--- config.mk ---
export PLATFORM = sky130hd
export DESIGN_NAME = ctwm_front
export DESIGN_NICKNAME = d
export VERILOG_FILES = /design/src/rtl/core/ctwm_pkg.sv /design/src/rtl/core/ctwm_front.sv
export SDC_FILE = /design/constraint.sdc
export NUM_CORES = 1
export LEC_CHECK = 0
export ABC_CLOCK_PERIOD_IN_PS = 10100
export BUFFER_PORTS_ARGS = -buffer_cell sky130_fd_sc_hd__buf_4
export CORE_UTILIZATION = 43
export DETAILED_ROUTE_END_ITERATION = 16
export GPL_ROUTABILITY_DRIVEN = 0
export GPL_TIMING_DRIVEN = 1
export PLACE_DENSITY = 0.92
export SETUP_SLACK_MARGIN = 0.2
export SLEW_MARGIN = 10
export SYNTH_ARGS = -nofsm -noshare
export SYNTH_HDL_FRONTEND = slang
export SYNTH_SLANG_ARGS = --single-unit
--- constraint.sdc ---
create_clock -name i_clk -period 10.1 [get_ports i_clk]
set_input_delay 2.02 -clock i_clk [delete_from_list [all_inputs] [get_ports i_clk]]
set_output_delay 2.02 -clock i_clk [all_outputs]
set_load 0.02 [all_outputs]
--- src/rtl/core/ctwm_pkg.sv ---
// Shared types and codes for the classifier table.
package ctwm_pkg;
    typedef enum logic [1:0] {
        REQ_LOOKUP  = 2'd0,
        REQ_INSTALL = 2'd1,
        REQ_REMOVE  = 2'd2,
        REQ_NONE    = 2'd3
    } t_req;

    localparam logic [1:0] ST_OK   = 2'd0;
    localparam logic [1:0] ST_MISS = 2'd1;
    localparam logic [1:0] ST_FULL = 2'd2;

    localparam logic [1:0] KIND_EXACT = 2'd0;
    localparam logic [1:0] KIND_SP    = 2'd1;
    localparam logic [1:0] KIND_SG    = 2'd2;

    typedef struct packed {
        t_req        req;
        logic [31:0] key;
        logic [15:0] pay;
    } t_cmd;

    typedef enum logic [2:0] {
        S_IDLE,
        S_SCAN,
        S_DONE,
        S_SHIFT,
        S_WRITE,
        S_REPLY
    } t_state;
endpackage

--- src/rtl/core/ctwm_front.sv ---
// Front end: takes requests and holds a one-deep queue.
module ctwm_front
    import ctwm_pkg::*;
(
    input  logic        i_clk,
    input  logic        i_rst_n,
    input  logic        i_start,
    input  t_cmd        i_cmd,
    input  logic        i_take,
    output logic        o_busy,
    output logic        o_valid,
    output t_cmd        o_cmd
);
    logic r_valid;
    logic r_busy;
    t_cmd r_cmd;

    // busy until the back end has answered the queued request
    assign o_busy  = r_busy;
    assign o_valid = r_valid;
    assign o_cmd   = r_cmd;

    always_ff @(posedge i_clk) begin
        if (!i_rst_n) begin
            r_valid <= 1'b0;
            r_busy  <= 1'b0;
        end else begin
            if (i_start && !r_busy) begin
                r_valid <= 1'b1;
                r_busy  <= 1'b1;
            end else if (i_take) begin
                r_valid <= 1'b0;
                r_busy  <= 1'b0;
            end
        end
        if (i_start && !r_busy) begin
            r_cmd <= i_cmd;
        end
    end
endmodule

==> impl_metrics.yaml <==
floorplanning:
  fp.dieW_um: 62.0
  dieArea_um2: 3850
  io_pins: 106
  die_y_um: 62.0
  initial_utilization: 0.457
  core_um2: 3390
  rows: 21
synth:
  yosysUniqueCellTypes: 6
  syn_nets: 109
  synth_area_per_cell_um2: 28.2
  synth-seq-cells: 51
  syn_inst: 55
  syn_area_um2: 1550
  seq_area_frac_synth: 0.982
  synth_warnings: 0
hold_path:
  hold_depth: 2
  hp-class: "reg -> reg"
grt:
  grt_pass1_wl_um: 4770
  grt_pass1_vias: 999
  gr-total-overflow: 0
  grt_max_degree: 29
  grt_usage: 0.191
  antenna_found_initial: 0
timing:
  tightest_slew_ps: 603
  fin_worst_skew_ps: 11.6
  max_freq_mhz: 328
  slew_violations: 0
  fin_setup_tns_ps: 0
  slew_headroom: 0.597
  rsz0062_at_grt: "no"
  setup_viol: 0
  timing.hold.ws_ps: 619
  finalCritPeriodShare: 0.302
  finalHoldViolCount: 0
  period_minus_slack_ps: 3050
worst_setup_path:
  cp-end-kind: "flip-flop"
  cp.required_ps: 10140
  cp_top_family: "buffers and inverters"
  cp_cell_sequence: "buf_4 > nor2b_4 > buf_4"
  crit_top_cell: "buf_4"
  worstPathMaxFanout: 28
  path_buf_inv: 2
  cp.depth: 3
  crit_type: "in -> reg"
  slowest_stage: "nor2b_4"
  cp-start-kind: "input pin"
  ff2ff_path_depth: 2
  max_stage_delay_ps: 520
  arrival_ps: 3090
drt:
  wl_met3_um: 363
  via_per_inst: 4.52
  num_vias: 968
  wl_um: 3510
  drc: 0
  drt_first_iter_violations: 16
  drt_first_pass_iters: 4
  dr_wl_met2_um: 1930
  topRoutingLayerUsed: "met4"
  wl_per_cell_um: 16.4
  met1_length_um: 1100
  ant_nets: 0
power_and_ir_drop:
  clkPwrFrac: 0.217
  seqPwrFrac: 0.637
  ir_drop_mv: 0.117
  p_int_uw: 303
  p_per_area_nw_per_um2: 161
  p_leak_uw: 0.00104
  power.switching_uw: 92.2
  combinationalPowerShare: 0.145
  swShare: 0.233
cts:
  path_clk_slew_ps: 130
  clock_tree.root_cell: "clkbuf_4"
  clock_sinks: 51
  clk_latency_ps: 350
  numCtsBuffers: 5
  post_cts_resized: 0
  cts-hold-fix-buffers: 0
  clockBufferDepth: 2
  post_cts_buffers: 0
  h-tree-depth: 2
  cts_tree: "done"
placed_design:
  io_buffers: 105
  dp.cells: 206
cells_and_area:
  diodes: 0
  final_common_cell: "buf_4"
  nets: 221
  fin_util: 0.725
  final_cell_mix: "106 x buf_4, 50 x edfxtp_1, 5 x clkbuf_4"
  layout-drive-gt1-share: 0.679
  area_growth_pct: 58.6
  fin_cells: 214
job:
  cap_viol_max_count: 0
status:
  status: "complete, no violations"
==> metrics by stage <==
stage,setup slack [ps],instance area [um2],power [uW]
global route,7000,2460,410
global placement,6710,2400,312
finish,7050,2460,395
floorplan,5400,1550,278
CTS,7050,2460,399
detailed placement,6650,2400,315
==> registers in the layout (all words and copies together), names as in the netlist <==
register / flops
o_busy: 1
o_cmd: 50
==> synthesized netlist by cell type (all sizes together) <==
cell    instances  area share
edfxtp         50        0.97
buf             1      0.0048
dfxtp           1       0.013
nand2           1      0.0024
nor2b           1      0.0040
o211a           1      0.0065
==> routing by layer <==
| metal | global-route usage | up-vias |
|---|---|---|
| li1 | - | 442 |
| met1 | 0.180 | 447 |
| met2 | 0.322 | 67 |
| met3 | 0.104 | 12 |
| met4 | 0.114 | 0 |
| met5 | 0 | - |
==> power groups by stage <==
stage          sequential (uW)  clock (uW)  combinational [uW]
2_1_floorplan              273           0                5.35
4_1_cts                    252        88.8                58.0
6_report                   252        85.9                57.4
3_3_place_gp               256           0                56.2
3_5_place_dp               257           0                57.9
5_1_grt                    253        96.9                60.3
==> kinds of logic after synthesis <==
family                 count (synthesis)  share of synthesized area
DFF                                   51                      0.982
and+or+nand+nor                        2                    0.00646
buffers and inverters                  1                    0.00485
AOI/OAI and AO/OA                      1                    0.00646
==> worst paths after layout <==
check                                      endpoint                start  slack (ps)
worst min register to register  o_busy$_SDFFE_PN0P_  o_busy$_SDFFE_PN0P_         620
worst max register to register  o_cmd[46]$_DFFE_PP_  o_busy$_SDFFE_PN0P_        8420
worst min-delay path            o_busy$_SDFFE_PN0P_  o_busy$_SDFFE_PN0P_         620
worst max-delay path            o_cmd[46]$_DFFE_PP_              i_start        7050
==> area by class of cell <==
class	instances	area [um2]
clock buffer	6	41.3
clock inverter	2	12.5
fill	198	933
tap	46	57.6
multi-input combinational	3	27.5
sequential	51	1520
timing repair buffer	106	796
==> worst reg2reg max path, delay by kind of cell (launching register included) <==
kind          cells  cell delay, ps
buf+inv           1             450
flops             1             390
simple gates      1             520
No activity file was read; power rests on OpenSTA's default activity.
